[src/sv/cfd_pkg.sv]
`default_nettype none
// ---------------------------------------------------------------------------
// cfd_pkg
// Shared types and constants for the conference frame deframer: event codes,
// field widths and the bit masks of the command byte.
// ---------------------------------------------------------------------------
package cfd_pkg;

   localparam int unsigned ByteW      = 8;
   localparam int unsigned AddrW      = 16;
   localparam int unsigned EventW     = 3;
   localparam int unsigned RspDataW   = 56;

   // command low five bits all ones marks a special frame
   localparam logic [4:0] SpecialMark = 5'h1f;

   // command flag bit positions
   localparam int unsigned CmdEndstationBit = 7;
   localparam int unsigned CmdInitiativeBit = 6;
   localparam int unsigned CmdPresidentBit  = 5;

   // result event codes
   typedef enum logic [EventW-1:0] {
      EV_NORMAL_DONE  = 3'd0,
      EV_PAYLOAD      = 3'd1,
      EV_SPECIAL_DONE = 3'd2,
      EV_WRONG_GUIDE  = 3'd3,
      EV_TRUNCATED    = 3'd4
   } event_type;

endpackage : cfd_pkg
`default_nettype wire

[src/sv/conference_frame_deframer_core.sv]
`default_nettype none
// ---------------------------------------------------------------------------
// conference_frame_deframer_core
// Byte-stream deframer for terminal-to-host frames: tracks header, special
// payload and check byte, streams out special payload bytes and reports
// frame completion, wrong guide bytes and truncated frames.
// ---------------------------------------------------------------------------
//
//  channel | direction | payload
//  --------+-----------+-------------------------------------------------
//  req_    | in        | one received byte, start mark (tuser), last (tlast)
//  rsp_    | out       | event code (tuser), header, data, length, flags
//  csr_    | in        | expected guide byte, write only
//
//  one byte is accepted per cycle unless a result waits untaken; its result,
//  if any, appears on rsp_ in the next cycle from the result register.
//  the frame tracker and the result register sit back to back, so a stalled
//  rsp_ side holds req_tready low only while a result waits untaken.
//  reset is synchronous and returns the tracker to idle with empty holds.
//  frame_type resets to zero.
//
module conference_frame_deframer_core
   import cfd_pkg::*;
(
   input  wire logic                 clock,
   input  wire logic                 reset,
   // configuration
   input  wire logic                 csr_wr_en,
   input  wire logic [ByteW-1:0]     csr_wr_data,   // frame_type
   // byte stream in
   input  wire logic                 req_tvalid,
   output logic                      req_tready,
   input  wire logic [ByteW-1:0]     req_tdata,     // [7:0] data_byte
   input  wire logic                 req_tuser,     // [0] start_of_frame
   input  wire logic                 req_tlast,     // last_in_buffer
   // results out
   output logic                      rsp_tvalid,
   input  wire logic                 rsp_tready,
   // [7:0] guide_byte, [15:8] command_byte, [31:16] address,
   // [39:32] data_value, [47:40] payload_length, [48] checksum_ok,
   // [49] from_endstation, [50] initiative, [51] from_president, [55:52] zero
   output logic [RspDataW-1:0]       rsp_tdata,
   output logic [EventW-1:0]         rsp_tuser      // [2:0] event_res
);

   typedef enum logic [2:0] {
      PH_IDLE    = 3'd0,
      PH_CMD     = 3'd1,
      PH_ADDR_HI = 3'd2,
      PH_ADDR_LO = 3'd3,
      PH_DATA    = 3'd4,
      PH_LEN     = 3'd5,
      PH_PAYLOAD = 3'd6,
      PH_CHECK   = 3'd7
   } phase_type;

   // state
   logic [ByteW-1:0]  frame_type_ff;
   phase_type         phase_ff, phase_in;
   logic              special_ff, special_in;
   logic [ByteW-1:0]  guide_ff, guide_in;
   logic [ByteW-1:0]  command_ff, command_in;
   logic [AddrW-1:0]  address_ff, address_in;
   logic [ByteW-1:0]  data_ff, data_in;
   logic [ByteW-1:0]  length_ff, length_in;
   logic [ByteW-1:0]  remain_ff, remain_in;
   logic [ByteW-1:0]  xor_ff, xor_in;

   // result register
   logic                 rsp_valid_ff;
   logic [RspDataW-1:0]  rsp_data_ff, rsp_data_in;
   event_type            rsp_event_ff, rsp_event_in;

   // per-beat working values
   logic              req_fire;
   logic [ByteW-1:0]  in_byte;
   phase_type         ph_nx;
   logic              spec_nx;
   logic [ByteW-1:0]  guide_nx, command_nx, data_nx, length_nx, remain_nx, xor_nx;
   logic [AddrW-1:0]  address_nx;
   logic              emit;
   event_type         ev;
   logic [ByteW-1:0]  dval;
   logic [ByteW-1:0]  plen;
   logic              ok;
   logic              trunc_chk;
   logic              clear;

   assign in_byte    = req_tdata;
   assign req_tready = !rsp_valid_ff || rsp_tready;
   assign req_fire   = req_tvalid && req_tready;

   // frame tracking for one beat
   always_comb begin
      ph_nx      = phase_ff;
      spec_nx    = special_ff;
      guide_nx   = guide_ff;
      command_nx = command_ff;
      address_nx = address_ff;
      data_nx    = data_ff;
      length_nx  = length_ff;
      remain_nx  = remain_ff;
      xor_nx     = xor_ff;
      emit       = 1'b0;
      ev         = EV_NORMAL_DONE;
      dval       = '0;
      plen       = '0;
      ok         = 1'b0;
      trunc_chk  = 1'b0;
      clear      = 1'b0;

      if (req_tuser) begin
         // start mark drops any frame in progress
         spec_nx    = 1'b0;
         command_nx = '0;
         address_nx = '0;
         data_nx    = '0;
         length_nx  = '0;
         remain_nx  = '0;
         guide_nx   = in_byte;
         if (in_byte != frame_type_ff) begin
            xor_nx = '0;
            emit   = 1'b1;
            ev     = EV_WRONG_GUIDE;
            clear  = 1'b1;
         end else begin
            xor_nx    = in_byte;
            ph_nx     = PH_CMD;
            trunc_chk = 1'b1;
         end
      end else begin
         case (phase_ff)
            PH_CMD: begin
               command_nx = in_byte;
               spec_nx    = (in_byte[4:0] == SpecialMark);
               xor_nx     = xor_ff ^ in_byte;
               ph_nx      = PH_ADDR_HI;
               trunc_chk  = 1'b1;
            end
            PH_ADDR_HI: begin
               address_nx = {in_byte, {ByteW{1'b0}}};
               xor_nx     = xor_ff ^ in_byte;
               ph_nx      = PH_ADDR_LO;
               trunc_chk  = 1'b1;
            end
            PH_ADDR_LO: begin
               address_nx = {address_ff[AddrW-1:ByteW], in_byte};
               xor_nx     = xor_ff ^ in_byte;
               ph_nx      = special_ff ? PH_LEN : PH_DATA;
               trunc_chk  = 1'b1;
            end
            PH_DATA: begin
               data_nx   = in_byte;
               xor_nx    = xor_ff ^ in_byte;
               ph_nx     = PH_CHECK;
               trunc_chk = 1'b1;
            end
            PH_LEN: begin
               length_nx = in_byte;
               remain_nx = in_byte;
               xor_nx    = xor_ff ^ in_byte;
               ph_nx     = (in_byte != '0) ? PH_PAYLOAD : PH_CHECK;
               trunc_chk = 1'b1;
            end
            PH_PAYLOAD: begin
               data_nx   = in_byte;
               xor_nx    = xor_ff ^ in_byte;
               remain_nx = remain_ff - 1'b1;
               if (remain_nx == '0) begin
                  ph_nx = PH_CHECK;
               end
               if (!req_tlast) begin
                  emit = 1'b1;
                  ev   = EV_PAYLOAD;
                  dval = in_byte;
                  plen = length_ff;
               end
               trunc_chk = 1'b1;
            end
            PH_CHECK: begin
               emit  = 1'b1;
               ok    = (xor_ff == in_byte);
               ev    = special_ff ? EV_SPECIAL_DONE : EV_NORMAL_DONE;
               dval  = special_ff ? '0 : data_ff;
               plen  = special_ff ? length_ff : '0;
               clear = 1'b1;
            end
            default: begin
            end
         endcase
      end

      // frame cut off by the end of the buffer
      if (trunc_chk && req_tlast) begin
         emit  = 1'b1;
         ev    = EV_TRUNCATED;
         dval  = data_nx;
         plen  = length_nx;
         ok    = 1'b0;
         clear = 1'b1;
      end
   end

   // result beat and next holds
   always_comb begin
      rsp_event_in = ev;
      rsp_data_in  = {4'b0000,
                      command_nx[CmdPresidentBit],
                      command_nx[CmdInitiativeBit],
                      command_nx[CmdEndstationBit],
                      ok, plen, dval, address_nx, command_nx, guide_nx};

      phase_in   = ph_nx;
      special_in = spec_nx;
      guide_in   = guide_nx;
      command_in = command_nx;
      address_in = address_nx;
      data_in    = data_nx;
      length_in  = length_nx;
      remain_in  = remain_nx;
      xor_in     = xor_nx;
      if (clear) begin
         phase_in   = PH_IDLE;
         special_in = 1'b0;
         guide_in   = '0;
         command_in = '0;
         address_in = '0;
         data_in    = '0;
         length_in  = '0;
         remain_in  = '0;
         xor_in     = '0;
      end
   end

   // state, configuration and result register
   always_ff @(posedge clock) begin
      if (reset) begin
         frame_type_ff <= '0;
         phase_ff      <= PH_IDLE;
         special_ff    <= 1'b0;
         guide_ff      <= '0;
         command_ff    <= '0;
         address_ff    <= '0;
         data_ff       <= '0;
         length_ff     <= '0;
         remain_ff     <= '0;
         xor_ff        <= '0;
         rsp_valid_ff  <= 1'b0;
      end else begin
         if (csr_wr_en) begin
            frame_type_ff <= csr_wr_data;
         end
         if (req_fire) begin
            phase_ff     <= phase_in;
            special_ff   <= special_in;
            guide_ff     <= guide_in;
            command_ff   <= command_in;
            address_ff   <= address_in;
            data_ff      <= data_in;
            length_ff    <= length_in;
            remain_ff    <= remain_in;
            xor_ff       <= xor_in;
            rsp_valid_ff <= emit;
         end else if (rsp_tready) begin
            rsp_valid_ff <= 1'b0;
         end
      end
   end

   // result payload, no reset needed
   always_ff @(posedge clock) begin
      if (req_fire) begin
         rsp_data_ff  <= rsp_data_in;
         rsp_event_ff <= rsp_event_in;
      end
   end

   assign rsp_tvalid = rsp_valid_ff;
   assign rsp_tdata  = rsp_data_ff;
   assign rsp_tuser  = rsp_event_ff;

   // checks

   // an empty result register never blocks the input side
   a_ready_when_empty: assert property (@(posedge clock) disable iff (reset)
      !rsp_valid_ff |-> req_tready)
      else $error("input stalled with empty result register");

   // a bad guide byte always sends the tracker back to idle
   a_wrong_guide_idle: assert property (@(posedge clock) disable iff (reset)
      (req_fire && req_tuser && (req_tdata != frame_type_ff)) |=> (phase_ff == PH_IDLE))
      else $error("tracker left idle after wrong guide");

   // payload phase always has bytes left to take
   a_payload_count: assert property (@(posedge clock) disable iff (reset)
      (phase_ff == PH_PAYLOAD) |-> (remain_ff != '0))
      else $error("payload phase with zero bytes remaining");

   // wrong guide beat carries only the guide byte
   a_wrong_guide_fields: assert property (@(posedge clock) disable iff (reset)
      (rsp_valid_ff && (rsp_event_ff == EV_WRONG_GUIDE)) |->
         (rsp_data_ff[RspDataW-1:ByteW] == '0))
      else $error("wrong guide beat carries stale fields");

   // payload and truncated beats never claim a good check byte
   a_no_ok_midframe: assert property (@(posedge clock) disable iff (reset)
      (rsp_valid_ff && ((rsp_event_ff == EV_PAYLOAD) || (rsp_event_ff == EV_TRUNCATED))) |->
         !rsp_data_ff[48])
      else $error("checksum flag set on a non-completion beat");

endmodule : conference_frame_deframer_core
`default_nettype wire

[config.mk]
export PLATFORM = sky130hd
export DESIGN_NAME = conference_frame_deframer_core
export DESIGN_NICKNAME = d
export VERILOG_FILES = /design/src/sv/cfd_pkg.sv /design/src/sv/conference_frame_deframer_core.sv
export SDC_FILE = /design/constraint.sdc
export NUM_CORES = 1
export LEC_CHECK = 0
export BUFFER_PORTS_ARGS = -buffer_cell sky130_fd_sc_hd__buf_2
export CAP_MARGIN = 20
export CELL_PAD_IN_SITES_DETAIL_PLACEMENT = 0
export CELL_PAD_IN_SITES_GLOBAL_PLACEMENT = 1
export CORE_ASPECT_RATIO = 0.9
export CORE_MARGIN = 4
export CORE_UTILIZATION = 44
export CTS_BUF_LIST = sky130_fd_sc_hd__clkbuf_16
export DETAILED_ROUTE_END_ITERATION = 6
export GPL_ROUTABILITY_DRIVEN = 0
export HOLD_SLACK_MARGIN = 0.06
export PLACE_DENSITY_LB_ADDON = 0.1
export SKIP_CTS_REPAIR_TIMING = 1
export SYNTH_ARGS = -nofsm -noshare
export SYNTH_HDL_FRONTEND = slang
export SYNTH_SLANG_ARGS = --single-unit
[constraint.sdc]
create_clock -name clock -period 3.55 [get_ports clock]
set_clock_uncertainty 0.1 [all_clocks]
set_input_delay 0 -clock clock [delete_from_list [all_inputs] [get_ports clock]]
set_output_delay 0 -clock clock [all_outputs]
set_load 0.03 [all_outputs]
# Word level (Yosys, flattened, before mapping)
# Index checks and enable logic that the tools add are counted.
# Widths: inputs -> output; s select.
[totals] out_inout_bits=61 register_bits=132 word_cells=106 in_bits=23
[classes] bitwise=2 eq_ne=12 n_addsub=1 n_mux=59 reduce_logical=18
[ops] cell="$mux 8" n=25
[ops] cell="$pmux 8 s2" n=3
[ops] cell="$mux 16" n=2
[ops] cell="$pmux 16 s2" n=1
[ops] cell="$mux 1" n=18
[ops] cell="$pmux 3 s6" n=1
[ops] cell="$reduce_bool 8->1" n=2
[ops] cell="$mux 3" n=5
[ops] cell="$eq 3x3->1 const B" n=4
[ops] cell="$eq 8x8->1" n=1
[ops] cell="$logic_not 8->1" n=1
[ops] cell="$ne 8x8->1" n=1
[ops] cell="$sub 8x1->8 const B" n=1
[ops] cell="$xor 8x8->8" n=1
[ops] cell="$eq 3x2->1 const B" n=2
[ops] cell="$reduce_and 2->1" n=3
[ops] cell="$reduce_bool 3->1" n=2
[ops] cell="$reduce_or 6->1" n=1
[ops] cell="$eq 5x5->1 const B" n=1
[ops] cell="$mux 2" n=2
[ops] cell="$ne 4x4->1 const B" n=1
[ops] cell="$pmux 2 s2" n=1
[ops] cell="$reduce_and 4->1" n=1
[ops] cell="$reduce_bool 4->1" n=1
[ops] cell="other kinds (10)" n=11

# Logic depth before layout (Yosys ltp)
[logic_depth] depth_word=8 depth_mapped=9 depth_no_buf=7

# Worst setup path after synthesis
# Ideal clock, no wire load.
[synth_timing] kind="reg-to-reg" start="reg rsp_valid_ff, in the netlist rsp_tvalid" end="reg phase_ff[2]" setup_ns=0.128 path_buffers=1 slack_ns=0.225 stages_incl_launch_ff=8 synth_period_minus_slack_ns=3.325 required_ns=3.322 arrival_time_ns=3.097 path_cell_list="dfxtp_1 > nand2b_1 > nand2_1 > inv_1 > clkbuf_1 > o31ai_1 > a21oi_1 > nor2_1"
[synth_via] elab_chain_len=4
[synth_rtl] item="start: declaration" line_no="conference_frame_deframer_core.sv:70" source="logic rsp_valid_ff;"
[synth_rtl] item="start signal: assignment" line_no="conference_frame_deframer_core.sv:263" source="rsp_valid_ff <= emit;"
[synth_rtl] item="$logic_not 1->1" line_no="conference_frame_deframer_core.sv:90" source="assign req_tready = !rsp_valid_ff || rsp_tready;"
[synth_rtl] item="$logic_or 1x1->1" line_no="conference_frame_deframer_core.sv:90"
[synth_rtl] item="named net req_tready" line_no="conference_frame_deframer_core.sv:32" source="output logic req_tready,"
[synth_rtl] item="$logic_and 1x1->1" line_no="conference_frame_deframer_core.sv:91" source="assign req_fire = req_tvalid && req_tready;"
[synth_rtl] item="named net req_fire" line_no="conference_frame_deframer_core.sv:75" source="logic req_fire;"
[synth_rtl] item="$reduce_and 4->1 (no line)"
[synth_rtl] item="end signal: assignment" line_no="conference_frame_deframer_core.sv:254" source="phase_ff <= phase_in;"
[synth_rtl] item="end: declaration" line_no="conference_frame_deframer_core.sv:59" source="phase_type phase_ff, phase_in;"
# The timed path passes the listed nets, and every way through them passes these cells.
# A chain may end at the register's enable or synchronous reset.

# Final worst setup path
[layout_timing] start="reg phase_ff[0]" end="reg rsp_valid_ff, in the netlist rsp_tvalid"
[layout_via] elab_chain_len=7 word_cells_on_any_way=15 classes_between="eq/ne: 7; mux: 6; reduce/logical: 2"
[layout_rtl] item="$eq 3x3->1 (tied with other cells)" line_no="conference_frame_deframer_core.sv:132" source="case (phase_ff)"
[layout_rtl] item="$reduce_or 6->1 (no line)"
[layout_rtl] item="$mux 1" line_no="conference_frame_deframer_core.sv:132"
[layout_rtl] item="$mux 1" line_no="conference_frame_deframer_core.sv:112" source="if (req_tuser) begin"
[layout_rtl] item="$logic_and 1x1->1" line_no="conference_frame_deframer_core.sv:194" source="if (trunc_chk && req_tlast) begin"
[layout_rtl] item="$mux 1 *" line_no="conference_frame_deframer_core.sv:194"
[layout_rtl] item="$mux 1 *" line_no="conference_frame_deframer_core.sv:253" source="if (req_fire) begin"
# Mark *: on every way between the ends. The rest lies on a longest branch, timed or not.

==> flow_summary.json <==
{
  "fmax_ghz": 0.315,
  "grt_start_max_net_pins": 77,
  "endpoint_kind": "flip-flop",
  "drc": 0,
  "yosys_warnings": 0,
  "placed_cells": 886,
  "rsz0062_at_grt": "no",
  "clock_path_buffers": 2,
  "ys_async_sr_fraction_pct": 0,
  "htreeDepth": 4,
  "hold_path_class": "input pin to flip-flop",
  "setup-violations-final": 0,
  "grt_overflow_total": 0,
  "synth_flop_cell": "dfxtp_1",
  "die_area_um2": 16200,
  "crit_type": "flip-flop to flip-flop",
  "p_int_uw": 2820,
  "p_comb_share_pct": 10.7,
  "maxCapViolations": 0,
  "ys_ff_latch": 129,
  "initial_utilization_pct": 44.8,
  "grt_pass1_vias": 5059,
  "portBuffers": 79,
  "grtUsageTotal_pct": 22.3,
  "cp-startpoint": "phase_ff[0]",
  "layout_commonest_cell": "buf_2",
  "cts_tree": "built",
  "antenna_found_initial": 0,
  "grt_pass1_wl_um": 28000,
  "post_drt_wl_per_cell_um": 19.3,
  "die-width_um": 134,
  "fin_crit_sh_pct": 89.3,
  "slew_headroom_pct": 30.3,
  "vias_per_cell": 5.73,
  "period_needed_ps": 3170,
  "ios": 84,
  "finalWirelength_um": 18200,
  "syn_area_um2": 6270,
  "fill_cells": 1259,
  "powerDensity_nw_per_um2": 495,
  "die-height_um": 121,
  "fp-row-count": 41,
  "drt_iter0_markers": 474,
  "fin_nets": 764,
  "p_switching_uw": 942,
  "setup_tns_ps": 0,
  "ant_nets": 0,
  "drt-pass1-iter-count": 5,
  "r2r_cells": 6,
  "p_leak_uw": 0.00281,
  "peakVddDrop_v": 0.000387,
  "whs_ps": 53.0,
  "layout_common_cells": "80 x buf_2, 77 x dfxtp_1, 67 x nor2_1",
  "utilization_pct": 54.3,
  "area_growth_pct": 21.4,
  "fin_cells": 945,
  "critPathLaunchType": "flip-flop",
  "worstReg2RegStart": "phase_ff[0]",
  "swShare_pct": 25.0,
  "diodes": 0,
  "core_um2": 14000,
  "post_synth_num_cell_types": 53,
  "syn_inst": 663,
  "fin_area_um2": 7610,
  "cp.required_ps": 3760,
  "clkPwrFrac_pct": 46.4,
  "clk_pin_slew_worst_paths_ps": 60,
  "ys_seq_area_share_pct": 49.5,
  "reg2reg_to": "rsp_tvalid",
  "cts_buffers": 17,
  "dpl_cell_area_um2": 6740,
  "arrival_ps": 3380,
  "hold_viol_final": 0,
  "regToRegSetupSlack_ps": 380,
  "cts_root_buf": "clkbuf_16",
  "synth-edff-count": 52,
  "seqPwrFrac_pct": 42.9,
  "drive_gt1_share_pct": 19.1,
  "clk_latency_ps": 420,
  "drv_slew": 0,
  "syn_area_per_cell_um2": 9.46,
  "outcome": "complete, no violations",
  "worstMarginPinSlew_ps": 1040,
  "numClockSinks": 129,
  "dpl.hpwl_um": 11300,
  "vias": 5413,
  "endpoint": "rsp_tvalid",
  "path_max_fanout": 23
}
-- how the worst min path moves through the flow --
stage                         from                to  slack, ps  cells past startpoint
CTS                 csr_wr_data[5]  frame_type_ff[5]       -280                      3
detailed placement  csr_wr_data[5]  frame_type_ff[5]        150                      3
global placement    csr_wr_data[5]  frame_type_ff[5]        140                      3
finish                req_tdata[4]         xor_ff[4]         50                      4
floorplan               req_tvalid        rsp_tvalid         30                      1
global route          req_tdata[5]         xor_ff[5]         80                      4
-- critical path, stage by stage, from the launching register on --
cell and delay (ps):
dfxtp_1 580, and2_4 300, a2bb2oi_1 190, nor2_1 820
o22ai_1 250, a31o_1 280, dlygate4sd3_1 540
-- flip-flops by register name, indices dropped and copies added (netlist names) --
register and count:
data_ff 8, frame_type_ff 8, phase_ff 3, rsp_tvalid 1
remain_ff 8, xor_ff 8, rsp_tdata 49, rsp_tuser 3
special_ff 1, address_ff 16, command_ff 8, length_ff 8
guide_ff 8
-- per-layer routing --
| metal | vias up | GRT usage, % | part of all wire, % |
|---|---|---|---|
| li1 | 2569 | - | - |
| met1 | 2653 | 30.6 | 46 |
| met2 | 173 | 34.9 | 47 |
| met3 | 18 | 5.76 | 5.5 |
| met4 | 0 | 6.88 | 1.3 |
| met5 | - | 0 | 0 |
-- cells in the mapped netlist, drive strengths merged (9+ instances only) --
cell | n | share of area, %
a21oi | 60 | 4.8
a22oi | 17 | 2.0
buf | 27 | 2.4
clkbuf | 41 | 2.5
dfxtp | 77 | 25
edfxtp | 52 | 25
inv | 9 | 0.54
mux2i | 42 | 6.7
nand2 | 65 | 3.9
nand3 | 14 | 1.1
nor2 | 69 | 4.4
nor4 | 16 | 1.9
o211ai | 11 | 1.3
o21ai | 33 | 2.6
or4 | 35 | 4.2
xnor2 | 9 | 1.3
xor2 | 10 | 1.4
-- power groups by stage --
stage	Combinational [uW]	Sequential, uW	Clock (uW)
final	404	1610	1750
after CTS	376	1610	1780
after detailed placement	375	1640	0
after global routing	431	1620	1850
after global placement	374	1640	0
after floorplan	196	1710	0
-- metrics by stage --
stage               worst slack, ps  power, uW
finish                          379       3770
CTS                             469       3770
global route                    217       3900
floorplan                       225       1900
global placement                721       2020
detailed placement              461       2020
-- area by class of cell --
class,instances,area (um^2),share of cell area (%)
Clock buffer,21,526,6.90
Clock inverter,11,78.8,1.04
Inverter,9,33.8,0.444
Multi-Input combinational cell,460,2850,37.4
Sequential cell,129,3100,40.8
Tap cell,193,241,3.17
Timing Repair Buffer,122,781,10.3
-- logic make-up after synthesis --
logic type                 Yosys count  share of synthesized area [%]
AOI/OAI and AO/OA                  155                           15.2
xor gates and xnor gates            19                           2.65
adders and majority gates            2                          0.399
buffers and inverters               77                           5.41
DFF                                129                           49.5
muxes                               50                           8.14
other                                1                         0.0598
and+or+nand+nor                    230                           18.6
No activity file was read; power rests on OpenSTA's default activity.
